### src/sv/bblur_pkg.sv
// Shared types, sizes and constants for the 3x3 box blur block.
`default_nettype none

package bblur_pkg;

    // Frame limits
    localparam int MAX_WIDTH  = 1024;
    localparam int MAX_HEIGHT = 4096;

    // Register and counter widths
    localparam int FW_W       = 11;                       // frame_width register
    localparam int FH_W       = 13;                       // frame_height register
    localparam int CFG_DATA_W = 13;                       // widest register
    localparam int CFG_IDX_W  = 1;
    localparam int COL_W      = $clog2(MAX_WIDTH);        // column index
    localparam int ROW_W      = $clog2(MAX_HEIGHT + 3);   // row count, saturates at max + 2

    // Register indexes
    localparam logic [CFG_IDX_W-1:0] CFG_FRAME_WIDTH  = 1'd0;
    localparam logic [CFG_IDX_W-1:0] CFG_FRAME_HEIGHT = 1'd1;

    // Register reset values
    localparam logic [FW_W-1:0] FRAME_WIDTH_RST  = 11'd640;
    localparam logic [FH_W-1:0] FRAME_HEIGHT_RST = 13'd480;

    // Sum of nine bytes and the reciprocal used to divide it by nine
    localparam int SUM_W      = $clog2(9 * 255 + 1);
    localparam int DIV9_MUL_W = 13;
    localparam logic [DIV9_MUL_W-1:0] DIV9_MUL = 13'd7282;   // ceil(2^16 / 9)
    localparam int DIV9_SHIFT = 16;

    localparam logic [7:0] ALPHA_OPAQUE = 8'hFF;

    // Output queue
    localparam int FIFO_DEPTH = 8;
    localparam int FIFO_PTR_W = $clog2(FIFO_DEPTH);
    localparam int FIFO_CNT_W = $clog2(FIFO_DEPTH + 1);

    typedef logic [23:0] rgb_t;

    typedef struct packed {
        logic        kind;
        logic [31:0] in_pixel;
    } in_item_t;

    typedef struct packed {
        logic [31:0] out_pixel;
        logic        frame_last;
    } out_item_t;

    // Per-item control carried alongside the pixel data
    typedef struct packed {
        logic emit;
        logic col_left;
        logic col_right;
        logic row_top;
        logic row_bottom;
        logic last;
    } tap_ctl_t;

    typedef struct packed {
        logic [SUM_W-1:0] red;
        logic [SUM_W-1:0] green;
        logic [SUM_W-1:0] blue;
    } rgb_sum_t;

endpackage

`default_nettype wire

### src/sv/bblur_out_fifo.sv
// Small output queue that decouples the blur pipeline from the result receiver.
`default_nettype none

module bblur_out_fifo (
    input  wire logic                 aclk,
    input  wire logic                 aresetn,
    input  wire logic                 push,
    input  wire bblur_pkg::out_item_t push_item,
    output logic                      m_valid,
    input  wire logic                 m_ready,
    output bblur_pkg::out_item_t      m_item
);
    import bblur_pkg::*;

    out_item_t             slot_reg [FIFO_DEPTH];
    logic [FIFO_PTR_W-1:0] wr_ptr_reg;
    logic [FIFO_PTR_W-1:0] rd_ptr_reg;
    logic [FIFO_CNT_W-1:0] count_reg;
    logic                  pop;

    // Space is reserved upstream, so a push never meets a full queue
    assign m_valid = (count_reg != '0);
    assign m_item  = slot_reg[rd_ptr_reg];
    assign pop     = m_valid && m_ready;

    always_ff @(posedge aclk) begin
        if (push) begin
            slot_reg[wr_ptr_reg] <= push_item;
        end
    end

    always_ff @(posedge aclk) begin
        if (!aresetn) begin
            wr_ptr_reg <= '0;
            rd_ptr_reg <= '0;
            count_reg  <= '0;
        end else begin
            if (push) begin
                wr_ptr_reg <= wr_ptr_reg + 1'b1;
            end
            if (pop) begin
                rd_ptr_reg <= rd_ptr_reg + 1'b1;
            end
            unique case ({push, pop})
                2'b10:   count_reg <= count_reg + 1'b1;
                2'b01:   count_reg <= count_reg - 1'b1;
                default: count_reg <= count_reg;
            endcase
        end
    end

endmodule

`default_nettype wire

### config.mk
export PLATFORM = sky130hd
export DESIGN_NAME = bblur_out_fifo
export DESIGN_NICKNAME = d
export VERILOG_FILES = /design/src/sv/bblur_pkg.sv /design/src/sv/bblur_out_fifo.sv
export SDC_FILE = /design/constraint.sdc
export NUM_CORES = 1
export LEC_CHECK = 0
export BUFFER_PORTS_ARGS = -buffer_cell sky130_fd_sc_hd__buf_4
export CAP_MARGIN = 20
export CORE_ASPECT_RATIO = 0.7
export CORE_UTILIZATION = 45
export DETAILED_ROUTE_END_ITERATION = 7
export PLACE_DENSITY = 0.64
export REMOVE_ABC_BUFFERS = 1
export SYNTH_ARGS = -nofsm -noshare
export SYNTH_HDL_FRONTEND = slang
export SYNTH_SLANG_ARGS = --single-unit
### constraint.sdc
create_clock -name aclk -period 5.94 [get_ports aclk]
set_input_delay 0.594 -clock aclk [delete_from_list [all_inputs] [get_ports aclk]]
set_output_delay 0.594 -clock aclk [all_outputs]
set_load 0.02 [all_outputs]
==> results by group <==
Cells and area
  • Nets: 582
  • FILL cells: 1,749
  • Syn-to-layout area delta: 16.4%
  • Seq. cell area: 0.00820 mm²
  • Area of the multi-input gates: 0.00232 mm²
  • Layout cells sized above 1: 39.1%
  • Non-Filler Instances: 870
  • Max FFs per register: 264
  • N_diodes: 0

Placed design
  • HPWL Detailed: 9960 µm
  • Port Buf Inserts: 70
  • GP Congestion: 0.671
  • Post-place setup slack: 2.70 ns
  • Placed Cells: 824

CTS
  • Post-CTS sizing: 0
  • Bufs on Longest Clock Path: 3
  • Worst-path clk slew: 0.06 ns
  • TritonCTS clock tree: built
  • TritonCTS buffer count: 26
  • TritonCTS Sinks: 277
  • Postcts setup bufs: 0
  • Clk Tree Root Cell: clkbuf_16
  • H-tree depth: 1
  • CTS Hold Bufs: 0
  • Clk_lat worst skew: 0.52 ns

Timing
  • Max Freq: 274 MHz
  • Final Max Slew Viols: 0
  • Period utilization: 61.5%
  • Setup violators final: 0
  • Measured slew at the worst slew-check pin: 1.08 ns
  • Setup TNS: 0 ns
  • Rel. slew slack: 28.1%
  • Final hold vios: 0
  • Period minus WS final: 3.65 ns
  • Final worst setup slack: 2.29 ns
  • RSZ-0062 raised after global routing: false
  • Worst Skew: 0.00897 ns

Routing
  • DRC viols: 0
  • Post-Route WL: 19,000 µm
  • Post-route ant nets: 0
  • Vias after detailed routing: 4,641
  • DR iter-0 viols: 254
  • Avg WL per Cell: 21.9 µm
  • DR vias/cell: 5.33
  • First-pass DRT Iterations: 5

Yosys
  • Commonest cells in the netlist: 264 x edfxtp_1, 60 x mux4_2, 34 x mux2_2
  • FF+latch count, synth: 277
  • YS warnings: 0
  • Main flop type after synthesis: edfxtp_1
  • Count leader, synth: edfxtp_1
  • Syn_area_per_cell: 23.4 µm²
  • Post-Synthesis Cells: 453
  • Number of library cell types mapped by synthesis: 30
  • Synth async-reset ratio: 0%
  • Sequential share of the synthesized area: 77.4%
  • Post-synthesis cell area: 0.0106 mm²
  • Synth top area cells: edfxtp_1 75%, mux4_2 13%, mux2_2 3.6%
  • Share of the synthesized area in the top cell type: 74.9%
  • Number of flops mapped to enable cells by yosys: 264
  • Area leader, netlist: edfxtp_1

Power and ir drop
  • Psw: 1160 µW
  • Clock share of power: 33.0%
  • Peak supply drop: 0.265 mV
  • Logic gate share of total power: 17.8%
  • Leak pwr: 0.00394 µW
  • Seq pwr share: 49.2%
  • Power density over the cells: 386 mW/mm²
  • Int Pwr: 3600 µW
  • Switching share of power: 24.3%

Worst setup path
  • Worst path cell trace: buf_4 > mux4_1 > mux2_2 > buf_4
  • Critical Path Source Type: flop
  • CP max stage delay: 0.93 ns
  • CP Data Arrival Time: 3.06 ns
  • CP most frequent cell: buf_4
  • Critical path buffers and inverters: 2
  • Slowest CP cell: dfxtp_4
  • CP Capture Type: output port
  • Worst Path Required: 5.35 ns
  • Setup Crit Path Kind: flop to output port
  • Top Family by Delay on Critical Path: flip-flops
  • Crit Path Max Fanout: 44

Die
  • Ports: 71
  • Starting density of the core: 46.3%
  • Core Region: 0.0228 mm²
  • Row count: 46
  • DIE AREA: 0.0241 mm²
  • Die H: 130 µm
  • Die W: 185 µm

Min path
  • Worst min path class: input pin to flop

GRT
  • First-pass GRT wire length: 29,000 µm
  • Largest net degree at the start of global routing: 67
  • Initial antenna violation count: 0
  • Vias in the first global route: 4,938
  • GR Overflow Total: 0
  • Total GRT Usage: 16.4%

Outcome
  • Status: complete, no violations

Job
  • Max cap viols: 0
==> power groups by stage <==
stage	Sequential (µW)	Clock (µW)	Combinational, µW
2_1_floorplan	2370	0	603
3_3_place_gp	2380	0	843
3_5_place_dp	2390	0	857
4_1_cts	2350	1610	862
5_1_grt	2360	1680	910
6_report	2340	1570	848
==> final cells by class <==
class | count | area share, %
flip-flops and latches | 277 | 66.6
multi-input cells | 154 | 18.8
clock buffers | 30 | 5.58
repair buffers | 79 | 4.82
well taps | 312 | 3.17
clock inverters | 16 | 0.976
inverters | 2 | 0.0610
==> final timing paths <==
kind,from,endpoint,slack (ns),cells after the start
hold / removal,push_item[4],slot_reg[2][4],0.30,1
hold reg to reg,rd_ptr_reg[1],flop,0.48,2
setup / recovery,flop,m_item[2],2.29,4
setup reg to reg,count_reg[1],count_reg[2],3.33,10
==> through the flow <==
step                      total power [µW]  util, %  hold slack, ns  instance area (µm²)
after CTS                             4830     53.9           0.274                12300
after global routing                  4950     53.9           0.288                12300
after global placement                3230     50.4           0.455                11500
after floorplan                       2970        -           0.442                10500
after detailed placement              3250     50.4           0.466                11500
final                                 4760     53.9           0.298                12300
==> layout by cell type (no fill, tap or decap), types with 5 or more instances in the layout <==
cell type / n
nor2_4: 6
mux4_2: 60
mux4_1: 6
clkinv_1: 10
buf_4: 79
nand2_1: 7
ha_1: 5
and2_1: 6
dfxtp_1: 10
edfxtp_1: 264
clkbuf_16: 27
mux2_2: 34
==> cell families (layout without fill, tap and decap cells) <==
| logic type | after synthesis | after routing | synth area share [%] |
|---|---|---|---|
| buf+inv | 22 | 127 | 1.21 |
| simple gates | 33 | 33 | 1.66 |
| compound gates | 6 | 6 | 0.402 |
| xor+xnor | 7 | 7 | 0.580 |
| fa+ha+maj | 5 | 5 | 0.591 |
| flops | 277 | 277 | 77.4 |
| mux | 103 | 103 | 18.2 |
==> worst reg2reg max path, delay by kind of cell (launching register included) <==
kind	cells	cell delay, ns
xor gates and xnor gates	2	0.27
adders and majority gates	2	0.45
buffers and inverters	1	0.08
and+or+nand+nor	3	1.03
DFF	1	0.37
AOI/OAI and AO/OA	2	0.33
==> per-layer routing <==
metal	up-vias	share of wire [%]	wire length (µm)	track usage [%]
met5	-	0	0	0
met3	28	7.1	1340	3.54
met2	141	49	9400	28.1
li1	2074	-	-	-
met1	2398	42	7950	21.8
met4	0	1.8	334	3.45
(Power assumes the default switching activity.)
