`src/sv/bblur_pkg.sv`:
```
// Shared types, sizes and constants for the 3x3 box blur block.
`default_nettype none

package bblur_pkg;

    // Frame limits
    localparam int MAX_WIDTH  = 1024;
    localparam int MAX_HEIGHT = 4096;

    // Register and counter widths
    localparam int FW_W       = 11;                       // frame_width register
    localparam int FH_W       = 13;                       // frame_height register
    localparam int CFG_DATA_W = 13;                       // widest register
    localparam int CFG_IDX_W  = 1;
    localparam int COL_W      = $clog2(MAX_WIDTH);        // column index
    localparam int ROW_W      = $clog2(MAX_HEIGHT + 3);   // row count, saturates at max + 2

    // Register indexes
    localparam logic [CFG_IDX_W-1:0] CFG_FRAME_WIDTH  = 1'd0;
    localparam logic [CFG_IDX_W-1:0] CFG_FRAME_HEIGHT = 1'd1;

    // Register reset values
    localparam logic [FW_W-1:0] FRAME_WIDTH_RST  = 11'd640;
    localparam logic [FH_W-1:0] FRAME_HEIGHT_RST = 13'd480;

    // Sum of nine bytes and the reciprocal used to divide it by nine
    localparam int SUM_W      = $clog2(9 * 255 + 1);
    localparam int DIV9_MUL_W = 13;
    localparam logic [DIV9_MUL_W-1:0] DIV9_MUL = 13'd7282;   // ceil(2^16 / 9)
    localparam int DIV9_SHIFT = 16;

    localparam logic [7:0] ALPHA_OPAQUE = 8'hFF;

    // Output queue
    localparam int FIFO_DEPTH = 8;
    localparam int FIFO_PTR_W = $clog2(FIFO_DEPTH);
    localparam int FIFO_CNT_W = $clog2(FIFO_DEPTH + 1);

    typedef logic [23:0] rgb_t;

    typedef struct packed {
        logic        kind;
        logic [31:0] in_pixel;
    } in_item_t;

    typedef struct packed {
        logic [31:0] out_pixel;
        logic        frame_last;
    } out_item_t;

    // Per-item control carried alongside the pixel data
    typedef struct packed {
        logic emit;
        logic col_left;
        logic col_right;
        logic row_top;
        logic row_bottom;
        logic last;
    } tap_ctl_t;

    typedef struct packed {
        logic [SUM_W-1:0] red;
        logic [SUM_W-1:0] green;
        logic [SUM_W-1:0] blue;
    } rgb_sum_t;

endpackage

`default_nettype wire

```
`src/sv/bblur_window.sv`:
```
// 3x3 window registers and the masked per-channel neighbourhood sums.
`default_nettype none

module bblur_window (
    input  wire logic                aclk,
    input  wire logic                aresetn,
    input  wire logic                col_valid,
    input  wire bblur_pkg::rgb_t     col_top,
    input  wire bblur_pkg::rgb_t     col_mid,
    input  wire bblur_pkg::rgb_t     col_fresh,
    input  wire bblur_pkg::tap_ctl_t col_ctl,
    output logic                     sum_valid,
    output bblur_pkg::rgb_sum_t      sum,
    output logic                     sum_last
);
    import bblur_pkg::*;

    // win_reg[column][row]: column 0 left, row 0 top
    rgb_t             win_reg [3][3];
    logic             c_valid_reg;
    tap_ctl_t         c_ctl_reg;
    logic             d_valid_reg;
    rgb_sum_t         d_sum_reg;
    logic             d_last_reg;
    logic [2:0]       col_ok;
    logic [2:0]       row_ok;
    logic [SUM_W-1:0] col_part [3][3];   // [channel][column]
    rgb_sum_t         sum_c;

    // Shift the window left and load the new right-hand column
    always_ff @(posedge aclk) begin
        if (col_valid) begin
            win_reg[0] <= win_reg[1];
            win_reg[1] <= win_reg[2];
            win_reg[2][0] <= col_top;
            win_reg[2][1] <= col_mid;
            win_reg[2][2] <= col_fresh;
            c_ctl_reg <= col_ctl;
        end
    end

    always_ff @(posedge aclk) begin
        if (!aresetn) begin
            c_valid_reg <= 1'b0;
            d_valid_reg <= 1'b0;
        end else begin
            c_valid_reg <= col_valid && col_ctl.emit;
            d_valid_reg <= c_valid_reg;
        end
    end

    // Masked sums: per column first, then across columns
    always_comb begin
        col_ok = {c_ctl_reg.col_right, 1'b1, c_ctl_reg.col_left};
        row_ok = {c_ctl_reg.row_bottom, 1'b1, c_ctl_reg.row_top};
        for (int ch = 0; ch < 3; ch++) begin
            for (int c = 0; c < 3; c++) begin
                col_part[ch][c] = '0;
                for (int r = 0; r < 3; r++) begin
                    if (col_ok[c] && row_ok[r]) begin
                        col_part[ch][c] = col_part[ch][c]
                            + SUM_W'(win_reg[c][r][16 - 8 * ch +: 8]);
                    end
                end
            end
        end
        sum_c.red   = col_part[0][0] + col_part[0][1] + col_part[0][2];
        sum_c.green = col_part[1][0] + col_part[1][1] + col_part[1][2];
        sum_c.blue  = col_part[2][0] + col_part[2][1] + col_part[2][2];
    end

    always_ff @(posedge aclk) begin
        if (c_valid_reg) begin
            d_sum_reg  <= sum_c;
            d_last_reg <= c_ctl_reg.last;
        end
    end

    assign sum_valid = d_valid_reg;
    assign sum       = d_sum_reg;
    assign sum_last  = d_last_reg;

endmodule

`default_nettype wire

```
`config.mk`:
```
export PLATFORM = sky130hd
export DESIGN_NAME = bblur_window
export DESIGN_NICKNAME = d
export VERILOG_FILES = /design/src/sv/bblur_pkg.sv /design/src/sv/bblur_window.sv
export SDC_FILE = /design/constraint.sdc
export NUM_CORES = 1
export LEC_CHECK = 0
export BUFFER_PORTS_ARGS = -buffer_cell sky130_fd_sc_hd__buf_4
export CORE_UTILIZATION = 40
export CTS_CLUSTER_SIZE = 10
export DETAILED_ROUTE_END_ITERATION = 7
export GPL_ROUTABILITY_DRIVEN = 0
export PLACE_DENSITY_LB_ADDON = 0.2
export SKIP_LAST_GASP = 1
export SYNTH_ARGS = -nofsm -noshare
export SYNTH_HDL_FRONTEND = slang
export SYNTH_SLANG_ARGS = --single-unit
```
`constraint.sdc`:
```
create_clock -name aclk -period 12.45 [get_ports aclk]
set_clock_uncertainty 0.2 [all_clocks]
set_input_delay 1.245 -clock aclk [delete_from_list [all_inputs] [get_ports aclk]]
set_output_delay 1.245 -clock aclk [all_outputs]
set_load 0.01 [all_outputs]
```
==> results.md <==
* Status: finished, violations left
* Failing checks: DRC
* Unrepaired setup endpoints after global routing: false
* Input/output buffers at 118
* CP max-delay cell: fa_1
* Gr ovfl total at 0
* Crit Path Class: reg2reg
* CP max stage delay at 560 ps
* Row Count at 74
* Top-area cell type share of the netlist area at 46.1%
* Syn_nets at 1825
* First-pass GRT wire length at 59.7 mm
* Top_reg_cell synth: edfxtp_1
* Die width at 207 um
* Multi-input logic area at 0.00845 sq mm
* Clock sink count at 260
* GRT Util Overall at 17.6%
* Antenna viol nets, final at 0
* CP max FO at 77
* Final net count at 1951
* Worst skew pair latency at 560 ps
* Vias in the first global route at 11181
* Worst setup SP type: flop
* Min-delay src: c_ctl_reg[0]
* Lkg Pwr at 8.10 nW
* PostCTS Resize Cnt at 0
* Peak Freq at 0.156 GHz
* Core footprint at 0.0411 sq mm
* Sequential cell area at 0.00779 sq mm
* Reg2reg setup slack at 6030 ps
* FFs w/ async S/R, synth at 0%
* PD cells at 159 mW/mm^2
* Average wire per standard cell at 17.3 um
* Post-CTS setup buffer count at 0
* Crit. End Element: flop
* Inserted Clock Buffers at 31
* Mapped Avg Cell Area at 11.1 sq um
* Via Count at 11384
* Initial Util at 40.9%
* First-pass DRT Iterations at 8
* Syn Std Cell Area at 0.0168 sq mm
* CTS H-tree lvls at 1
* Setup TNS Final at 0 ps
* Total die area at 0.0429 sq mm
* Post-Place Cells at 2141
* TritonCTS clock tree: done
* CTS root buf: clkbuf_16
* CTS Hold Buffers Added at 0
* Ratio of cells with drive above 1 in the final layout at 10.6%
* WP data required at 12560 ps
* Die height at 207 um
* Top cell types by occurrence after synthesis: 258 x edfxtp_1, 177 x ha_1, 124 x nor2_1
* Clk slew on worst S/H paths at 60 ps
* Drt initial violations at 738
* Antenna violations before repair at 0
* CP bufs+invs at 3
* Cell family with most CP delay: simple AND/OR/NAND/NOR gates
* Most frequent cell after synthesis: edfxtp_1
* R2R cell count at 25
* Min Clock Period, post-route at 6420 ps
* WP data arrival at 6530 ps
* Final Hold Vio Count at 0
* Final setup fails at 0
* Final Cycle Share at 51.6%
* Reg-to-reg endpoint: sum[34]
* CTS Buffer Depth at 3
* Largest net degree at the start of global routing at 90
* Total power at 3.05 mW
* Critical Path Most Common Cell: ha_1
* Seq/Total Area, Yosys at 46.3%
* N_diodes at 0
* Largest cells by area after synthesis: edfxtp_1 46%, ha_1 13%, fa_1 6.1%, xnor2_1 4.0%, nor2_1 2.8%
* Synth warn at 0
* Worst vdd ir at 0.100 mV
* Dpl hpwl at 28.4 mm
* Area leader, netlist: edfxtp_1
* Worst slew pin tran at 886 ps
* Synth Register Bits at 260
* Fillers at 3818
* # IOs at 119
* Cell variety after synth at 53
* Max capacitance violation total at 0
* Final wirelength at 37.9 mm
* Number of synthesized flops with an enable pin at 258
* Hold depth at 0
* WHS Endpoint: sum_last
* Area Growth Syn to Fin at 14.3%
* Max Slew Vio Count at 0
* Drc violations at 6
* Max-Slew Margin vs Limit at 40.7%
* Worst hold path type: reg2reg
* Non-filler cells, final at 2189
* Gate Count Post-Synth at 1516
* Worst R2R Start: c_ctl_reg[2]
* Vias per cell at 5.20
* Max reg flops at 216
==> worst max path at each step <==
stage | slack [ps] | from | depth (start not counted) | to
after floorplan | 6800 | c_ctl_reg[3] | 26 | sum[34]
after global placement | 6120 | c_ctl_reg[2] | 25 | sum[34]
after detailed placement | 5960 | c_ctl_reg[2] | 25 | sum[34]
after CTS | 5950 | c_ctl_reg[2] | 25 | sum[34]
after global routing | 5490 | c_ctl_reg[2] | 25 | sum[22]
final | 6030 | c_ctl_reg[2] | 25 | sum[34]
==> layer usage <==
| layer | GRT usage, % | routed length (um) | part of all wire, % |
|---|---|---|---|
| met1 | 27.2 | 19300 | 51 |
| met2 | 25.6 | 15400 | 41 |
| met3 | 2.52 | 2350 | 6.2 |
| met4 | 4.84 | 765 | 2.0 |
| met5 | 0 | 0 | 0 |
==> stage by stage <==
stage          cell area, sq um  setup WS, ps  util, %  hold slack [ps]
6_report                  19200          6030     46.8              220
5_1_grt                   19200          5490     46.8              231
4_1_cts                   19200          5950     46.8              219
3_5_place_dp              18300          5960     44.5              205
3_3_place_gp              18300          6120     44.5              200
2_1_floorplan             16800          6800        -              200
==> worst register-to-register path, cell delays in order (launching register included) <==
cell,delay (ps)
edfxtp_1,320
buf_4,520
and3_1,270
ha_1,160
inv_1,50
fa_1,370
nor2b_1,190
o21ai_0,120
a21boi_0,250
o21ai_0,130
nor2b_1,160
xnor2_1,290
and2_1,210
ha_1,220
nor3_1,70
a211o_1,330
xnor2_1,140
mux2i_1,90
nand2b_1,230
fa_1,560
inv_1,40
ha_1,220
or4_1,560
a41o_1,270
a21oi_2,140
xor2_1,70
==> where the power goes <==
| part | internal [mW] | leakage, nW | switching (mW) |
|---|---|---|---|
| logic | 0.484 | 5.12 | 0.607 |
| clock network | 0.504 | 0.440 | 0.336 |
| registers | 1.09 | 2.53 | 0.0357 |
==> kinds of logic after synthesis <==
logic type / share of synthesized area (%)
buf+inv: 3.41
xor+xnor: 5.42
fa+ha+maj: 19.4
mux: 1.03
flops: 46.3
simple gates: 13.4
compound gates: 11.0
==> placed cells by master, fill, tap and decap left out, drive strengths merged, types with 20 or more instances in the layout <==
cell and n:
xor2 28, nor2 124, and2 40, and3 55, buf 127, xnor2 76, clkbuf 46, ha 177
o21a 20, nor2b 41, a21o 25, nor3 56, inv 117, edfxtp 258, nand2 99, o21ai 86
a21oi 68, fa 51
==> area by class of cell <==
| cell class | count | area share, % |
|---|---|---|
| clock buffers | 46 | 4.43 |
| clock inverters | 2 | 0.312 |
| inverters | 118 | 2.30 |
| multi-input cells | 1104 | 44.0 |
| flip-flops and latches | 260 | 40.5 |
| well taps | 532 | 3.46 |
| repair buffers | 127 | 5.00 |
Note: power is estimated with default switching activity, not from simulation.
