**src/sv/bblur_pkg.sv**
```systemverilog
// Shared types, sizes and constants for the 3x3 box blur block.
`default_nettype none

package bblur_pkg;

    // Frame limits
    localparam int MAX_WIDTH  = 1024;
    localparam int MAX_HEIGHT = 4096;

    // Register and counter widths
    localparam int FW_W       = 11;                       // frame_width register
    localparam int FH_W       = 13;                       // frame_height register
    localparam int CFG_DATA_W = 13;                       // widest register
    localparam int CFG_IDX_W  = 1;
    localparam int COL_W      = $clog2(MAX_WIDTH);        // column index
    localparam int ROW_W      = $clog2(MAX_HEIGHT + 3);   // row count, saturates at max + 2

    // Register indexes
    localparam logic [CFG_IDX_W-1:0] CFG_FRAME_WIDTH  = 1'd0;
    localparam logic [CFG_IDX_W-1:0] CFG_FRAME_HEIGHT = 1'd1;

    // Register reset values
    localparam logic [FW_W-1:0] FRAME_WIDTH_RST  = 11'd640;
    localparam logic [FH_W-1:0] FRAME_HEIGHT_RST = 13'd480;

    // Sum of nine bytes and the reciprocal used to divide it by nine
    localparam int SUM_W      = $clog2(9 * 255 + 1);
    localparam int DIV9_MUL_W = 13;
    localparam logic [DIV9_MUL_W-1:0] DIV9_MUL = 13'd7282;   // ceil(2^16 / 9)
    localparam int DIV9_SHIFT = 16;

    localparam logic [7:0] ALPHA_OPAQUE = 8'hFF;

    // Output queue
    localparam int FIFO_DEPTH = 8;
    localparam int FIFO_PTR_W = $clog2(FIFO_DEPTH);
    localparam int FIFO_CNT_W = $clog2(FIFO_DEPTH + 1);

    typedef logic [23:0] rgb_t;

    typedef struct packed {
        logic        kind;
        logic [31:0] in_pixel;
    } in_item_t;

    typedef struct packed {
        logic [31:0] out_pixel;
        logic        frame_last;
    } out_item_t;

    // Per-item control carried alongside the pixel data
    typedef struct packed {
        logic emit;
        logic col_left;
        logic col_right;
        logic row_top;
        logic row_bottom;
        logic last;
    } tap_ctl_t;

    typedef struct packed {
        logic [SUM_W-1:0] red;
        logic [SUM_W-1:0] green;
        logic [SUM_W-1:0] blue;
    } rgb_sum_t;

endpackage

`default_nettype wire

```
**src/sv/bblur_div9.sv**
```systemverilog
// Divide each channel sum by nine via reciprocal multiply and pack the output word.
`default_nettype none

module bblur_div9 (
    input  wire logic                aclk,
    input  wire logic                aresetn,
    input  wire logic                sum_valid,
    input  wire bblur_pkg::rgb_sum_t sum,
    input  wire logic                sum_last,
    output logic                     px_valid,
    output bblur_pkg::out_item_t     px_item
);
    import bblur_pkg::*;

    localparam int PROD_W = SUM_W + DIV9_MUL_W;

    logic              valid_reg;
    out_item_t         item_reg;
    logic [PROD_W-1:0] prod_r;
    logic [PROD_W-1:0] prod_g;
    logic [PROD_W-1:0] prod_b;

    // Exact floor(x / 9) for x up to 9 * 255
    assign prod_r = PROD_W'(sum.red)   * PROD_W'(DIV9_MUL);
    assign prod_g = PROD_W'(sum.green) * PROD_W'(DIV9_MUL);
    assign prod_b = PROD_W'(sum.blue)  * PROD_W'(DIV9_MUL);

    always_ff @(posedge aclk) begin
        if (!aresetn) begin
            valid_reg <= 1'b0;
        end else begin
            valid_reg <= sum_valid;
        end
    end

    always_ff @(posedge aclk) begin
        if (sum_valid) begin
            item_reg.out_pixel  <= {prod_r[DIV9_SHIFT +: 8], prod_g[DIV9_SHIFT +: 8],
                                    prod_b[DIV9_SHIFT +: 8], ALPHA_OPAQUE};
            item_reg.frame_last <= sum_last;
        end
    end

    assign px_valid = valid_reg;
    assign px_item  = item_reg;

endmodule

`default_nettype wire

```
**config.mk**
```make
export PLATFORM = sky130hd
export DESIGN_NAME = bblur_div9
export DESIGN_NICKNAME = d
export VERILOG_FILES = /design/src/sv/bblur_pkg.sv /design/src/sv/bblur_div9.sv
export SDC_FILE = /design/constraint.sdc
export NUM_CORES = 1
export LEC_CHECK = 0
export BUFFER_PORTS_ARGS = -buffer_cell sky130_fd_sc_hd__buf_2
export CORE_MARGIN = 5
export CORE_UTILIZATION = 25
export CTS_BUF_LIST = sky130_fd_sc_hd__clkbuf_8
export CTS_CLUSTER_DIAMETER = 120
export CTS_CLUSTER_SIZE = 10
export DETAILED_ROUTE_END_ITERATION = 10
export HOLD_SLACK_MARGIN = 0.1
export PLACE_DENSITY_LB_ADDON = 0.25
export SLEW_MARGIN = 20
export SYNTH_ARGS = -nofsm -noshare
export SYNTH_HDL_FRONTEND = slang
export SYNTH_SLANG_ARGS = --single-unit
```
**constraint.sdc**
```tcl
create_clock -name aclk -period 7.4 [get_ports aclk]
set_input_delay 2.22 -clock aclk [delete_from_list [all_inputs] [get_ports aclk]]
set_output_delay 2.22 -clock aclk [all_outputs]
set_load 0.02 [all_outputs]
```
==> impl_metrics.tcl, run 1 <==
set metrics [dict create \
    yosys.area_share.simple_pct 4.91 \
    seq_power_share_pct 11.6 \
    synth_warnings 0 \
    clock-sinks 26 \
    outcome "finished clean" \
    drt-total-wl_microns 14400 \
    startpoint_type "input pin" \
    area_delta_synth_final_pct 11.7 \
    grt_pass1_vias 5182 \
    post_drt_wl_per_cell_microns 12.7 \
    cp_max_fo 7 \
    antenna_found_initial 0 \
    dieArea_sq_mm 0.0316 \
    yosysTopAreaCellShare_pct 35.4 \
    grt_usage_pct 9.65 \
    ctsResizeCount 0 \
    maxSlewViolCount 0 \
    fin_crit_sh_pct 86.1 \
    port_buffers 65 \
    p_int_mw 1.39 \
    synth-seq-area-share_pct 11.0 \
    combPwrFrac_pct 84.1 \
    power.density_mw_per_mm2 360 \
    gp_congestion 0.787 \
    setup.worst_path.class "input pin to register" \
    synth_area_per_cell_sq_um 10.2 \
    cts_tree "done" \
    synthAdderAreaFrac_pct 60.2 \
    finalSetupViolations 0 \
    drc 0 \
    yosysTopAreaCell "ha_1" \
    fp-row-count 61 \
    place_hpwl_microns 13500 \
    postRouteAntennaNets 0 \
    synth_compound_area_share_pct 8.95 \
    min_path_type "input pin to register" \
    place_ws_ns 0.699 \
    ys_types 50 \
    vias 4677 \
    synth-edff-count 25 \
    setup_slack_ns 1.03 \
    nets 1083 \
    cts_buffers 3 \
    setup_tns_ns 0 \
    slew_headroom_pct 58.7 \
    layout_commonest_cell "ha_1" \
    cts_max_path_buffers 2 \
    cp_data_arrival_time_ns 6.41 \
    grt_overflow 0 \
    ys_seq_elements 26 \
    via_per_inst 4.12 \
    crit_path_end_kind "register" \
    synth.area.mux_share_pct 0 \
    switching_power_mw 1.44 \
    syn_area_sq_mm 0.00703 \
    die_h_microns 178 \
    ir_drop_mv 0.190 \
    drtIter0Drc 142 \
    tightestPinTransition_ns 0.619 \
    diodes 0 \
    yosys-top-cells-area "ha_1 (35%), fa_1 (25%), edfxtp_1 (11%), inv_1 (9.2%), xnor2_1 (3.5%)" \
    post_cts_buffers 0 \
    fmax_ghz 0.157 \
    post-route-min-period_ns 6.37 \
    switching_share_pct 50.9 \
    leakagePower_nw 4.23 \
    synth_xor_area_share_pct 4.73 \
    drive_above_1_share_pct 10.6 \
    synthCells 689 \
    io_pins 74 \
    die_w_microns 178 \
    grt_max_degree 27 \
    ys.flop_type "edfxtp_1" \
    root_buffer "clkbuf_8" \
    core-area_sq_mm 0.0278 \
    fillers 2996 \
    cts.clk_slew.worst_paths_ns 0.10 \
    initial_utilization_pct 25.3 \
    finalHoldViolations 0 \
    h-tree-depth 1 \
    power_frac_clock_pct 4.4 \
    synthArstFlopShare_pct 0 \
    synth_top_family_by_area "adder cells" \
    cp.required_ns 7.44 \
    cts_hold_buf 0 \
    grt_pass1_wl_microns 25000 \
    final_cell_mix "ha_1 (199), inv_1 (173), fa_1 (87)" \
    cap_violations 0 \
    first_pass_iters 4 \
    rsz0062_at_grt "no" \
]
[Yosys cell counts (2+ instances only)]
cell / instances
a211oi_1: 3
a211oi_2: 2
a21o_1: 12
a21oi_1: 20
a221o_1: 2
a22oi_1: 3
a31oi_1: 4
and2_1: 6
and3_1: 2
buf_4: 8
edfxtp_1: 25
fa_1: 87
ha_1: 199
inv_1: 173
nand2_1: 14
nand2b_1: 3
nand3_1: 10
nand4_1: 5
nor2_1: 14
nor3_1: 9
o211ai_1: 3
o21a_1: 7
o21ai_0: 12
o21ai_1: 2
o311ai_0: 2
o31a_1: 2
xnor2_1: 28
xor2_1: 10
[logic make-up (layout without fill, tap and decap cells)]
family / count (synthesis) / count (layout)
xor gates and xnor gates: 38 / 38
AOI/OAI and AO/OA: 87 / 87
DFF: 26 / 26
adders and majority gates: 286 / 286
and+or+nand+nor: 69 / 69
other: 1 / 8
buffers and inverters: 182 / 242
[metrics by stage]
step	util, %	hold WS (ns)	total power, mW	cell area, sq um	instances
6_report	28.3	2.11	2.83	7860	1134
5_1_grt	28.3	2.10	3.21	7860	1134
4_1_cts	28.3	2.09	2.89	7860	1134
3_5_place_dp	28.0	2.41	2.74	7790	1130
3_3_place_gp	28.0	2.40	2.74	7790	1130
2_1_floorplan	-	2.32	2.13	7060	696
[metal layers]
layer  part of all wire (%)  vias to the layer above  GRT usage [%]
met2                     47                       67           16.8
met5                      0                        -              0
met3                    3.9                        0           1.66
li1                       -                     2403              -
met1                     50                     2207           13.3
met4                      0                        0          0.193
[registers in the layout, summed over array words and instances (netlist names)]
signal,count
px_valid,1
px_item,25
[final timing paths]
check	startpoint	endpoint	slack [ns]	cells past startpoint
min	sum_last	px_item[0]	2.11	1
max	sum[16]	px_item[24]	1.03	17
[worst max-delay path: stages]
cell and delay, ns:
buf_2 0.11, inv_1 0.09, fa_1 0.54, inv_1 0.04, ha_1 0.29, inv_1 0.07
fa_1 0.53, inv_1 0.05, fa_1 0.51, ha_1 0.32, ha_1 0.40, a21o_1 0.21
a21o_1 0.21, a2111oi_4 0.36, o211ai_2 0.17, a31oi_2 0.21, xnor2_1 0.08
[power by group through the flow]
stage	logic (mW)	clock network, mW	registers (mW)
floorplan	1.71	0	0.422
global placement	2.40	0	0.335
detailed placement	2.41	0	0.330
CTS	2.43	0.129	0.329
global route	2.74	0.134	0.335
finish	2.38	0.124	0.327
[final cells by class]
cell class	instances	area, sq um	area share (%)
Clock buffer	3	41.3	0.525
Clock inverter	1	30.0	0.382
Timing Repair Buffer	65	325	4.14
Inverter	173	649	8.26
Sequential cell	26	771	9.81
Multi-Input combinational cell	488	5570	70.9
Tap cell	378	473	6.02
Note: power is estimated with default switching activity, not from simulation.
==> run 2, diff against run 1 <==
CORE_ASPECT_RATIO = 1.5   (was unset)
PLACE_DENSITY = 0.5   (was unset)
PLACE_DENSITY_LB_ADDON = unset   (was 0.25)
RECOVER_POWER = 100   (was unset)
==> run 2 against run 1 <==
The flow now finishes with violations (capacitance limit, slew limit). First-iteration DRC count up 17%. Core utilization down 0.51 points. Sequential share of layout area up 0.15 points. Non-clock buffer count unchanged. Clock power about the same. Largest cell class unchanged. Largest power group unchanged. Highest routed layer is now met4.
==> impl_metrics.tcl, run 2 (same netlist as run 1, synthesis figures left out) <==
set metrics [dict create \
    vias 4760 \
    fp-row-count 75 \
    final_cell_mix "ha_1 (199), inv_1 (173), fa_1 (87)" \
    maxSlewViolCount 27 \
    fmax_ghz 0.152 \
    setup_tns_ns 0 \
    ir_drop_mv 0.133 \
    leakagePower_nw 4.12 \
    critPathMaxStageDelay_ns 0.53 \
    outcome "finished, violations left" \
    rsz0062_at_grt "no" \
    grt_pass1_vias 5666 \
    cp_max_fo 7 \
    multi_input_area_sq_mm 0.00553 \
    detailed_place.area_sq_mm 0.00775 \
    cts_buffers 3 \
    finalHoldViolations 0 \
    die_w_microns 147 \
    layout_commonest_cell "ha_1" \
    finalSetupViolations 0 \
    grt_overflow 0 \
    post-route-min-period_ns 6.58 \
    ctsResizeCount 0 \
    die_h_microns 215 \
    root_buffer "clkbuf_8" \
    cts_tree "done" \
    startpoint_type "input pin" \
    cap_violations 1 \
    seq_area_sq_um 771 \
    postRouteAntennaNets 0 \
    slew_headroom_pct -17.9 \
    cp.required_ns 7.45 \
    drt-total-wl_microns 16400 \
    violations "capacitance limit, slew limit" \
    place_ws_ns 0.673 \
    final_core_util_pct 27.8 \
    stdcell_count 1102 \
    crit_chain "clkbuf_1 > inv_1 > fa_1 > inv_1 > ha_1 > inv_1 > fa_1 > inv_1 > fa_1 > ha_1 > ha_1 > a21o_1 > a21o_1 > a2111oi_0 > o211ai_1 > a31oi_2 > xnor2_1" \
    crit_path_end_kind "register" \
    setup.worst_path.class "input pin to register" \
    h-tree-depth 1 \
    io_pins 74 \
    nets 1083 \
    largest_reg_flops 25 \
    placed_cells 1098 \
    min_path_type "input pin to register" \
    drc 0 \
    cts.clk_slew.worst_paths_ns 0.11 \
    dieArea_sq_mm 0.0317 \
    antenna_found_initial 0 \
    initial_utilization_pct 25.2 \
    grt_max_degree 27 \
    worst_path_max_delay_cell "fa_1" \
    post_cts_buffers 0 \
    post_drt_wl_per_cell_microns 14.9 \
    hold_slack_ns 2.10 \
    via_per_inst 4.32 \
    drtIter0Drc 166 \
    worst_path_most_repeated_cell "inv_1" \
    cp_data_arrival_time_ns 6.63 \
    holdPathStages 1 \
    cts_hold_buf 0 \
    cts_max_path_buffers 2 \
    power.total_mw 2.78 \
    grt_pass1_wl_microns 27400 \
    diodes 0 \
    first_pass_iters 4 \
    clock-sinks 26 \
    gp_congestion 0.885 \
    tightestPinTransition_ns 1.77 \
    fillers 2955 \
    port_buffers 65 \
    fin_crit_sh_pct 88.9 \
    fin_area_sq_mm 0.00774 \
    grt_usage_pct 10.8 \
    setup_slack_ns 0.822 \
    place_hpwl_microns 15100 \
    area_delta_synth_final_pct 10.1 \
    core-area_sq_mm 0.0279 \
    power.density_mw_per_mm2 359 \
    drive_above_1_share_pct 5.82 \
]
[run 2: path summary, 6_finish.rpt]
check | startpoint | endpoint
worst max-delay path | sum[18] | px_item[24]
worst min-delay path | sum_last | px_item[0]
[run 2: final cells by class]
type                       instances  area share (%)
multi-input combinational        488            71.5
tap                              346            5.59
inverter                         173            8.39
clock buffer                       3           0.533
timing repair buffer              65            3.68
clock inverter                     1           0.388
sequential                        26            9.95
[run 2: worst max-delay path, delay by kind of cell]
family / cells / cell delay, ns
adder cells (fa/ha/maj): 6 / 2.55
XOR/XNOR: 1 / 0.08
buffers and inverters: 5 / 0.47
AO/OA/AOI/OAI: 5 / 1.29
[run 2: power breakdown]
| part | leakage [nW] | internal, mW | switching [mW] | total (mW) |
|---|---|---|---|---|
| sequential | 0.253 | 0.311 | 0.0312 | 0.342 |
| clock | 0.0357 | 0.0726 | 0.0535 | 0.126 |
| combinational | 3.84 | 0.966 | 1.35 | 2.31 |
| total | 4.12 | 1.35 | 1.43 | 2.78 |
[run 2: layer usage]
metal  GRT usage (%)  wire [microns]
met1            11.0            6090
met3            1.17             385
met2            22.8            9550
met4            2.39             348
met5               0               0
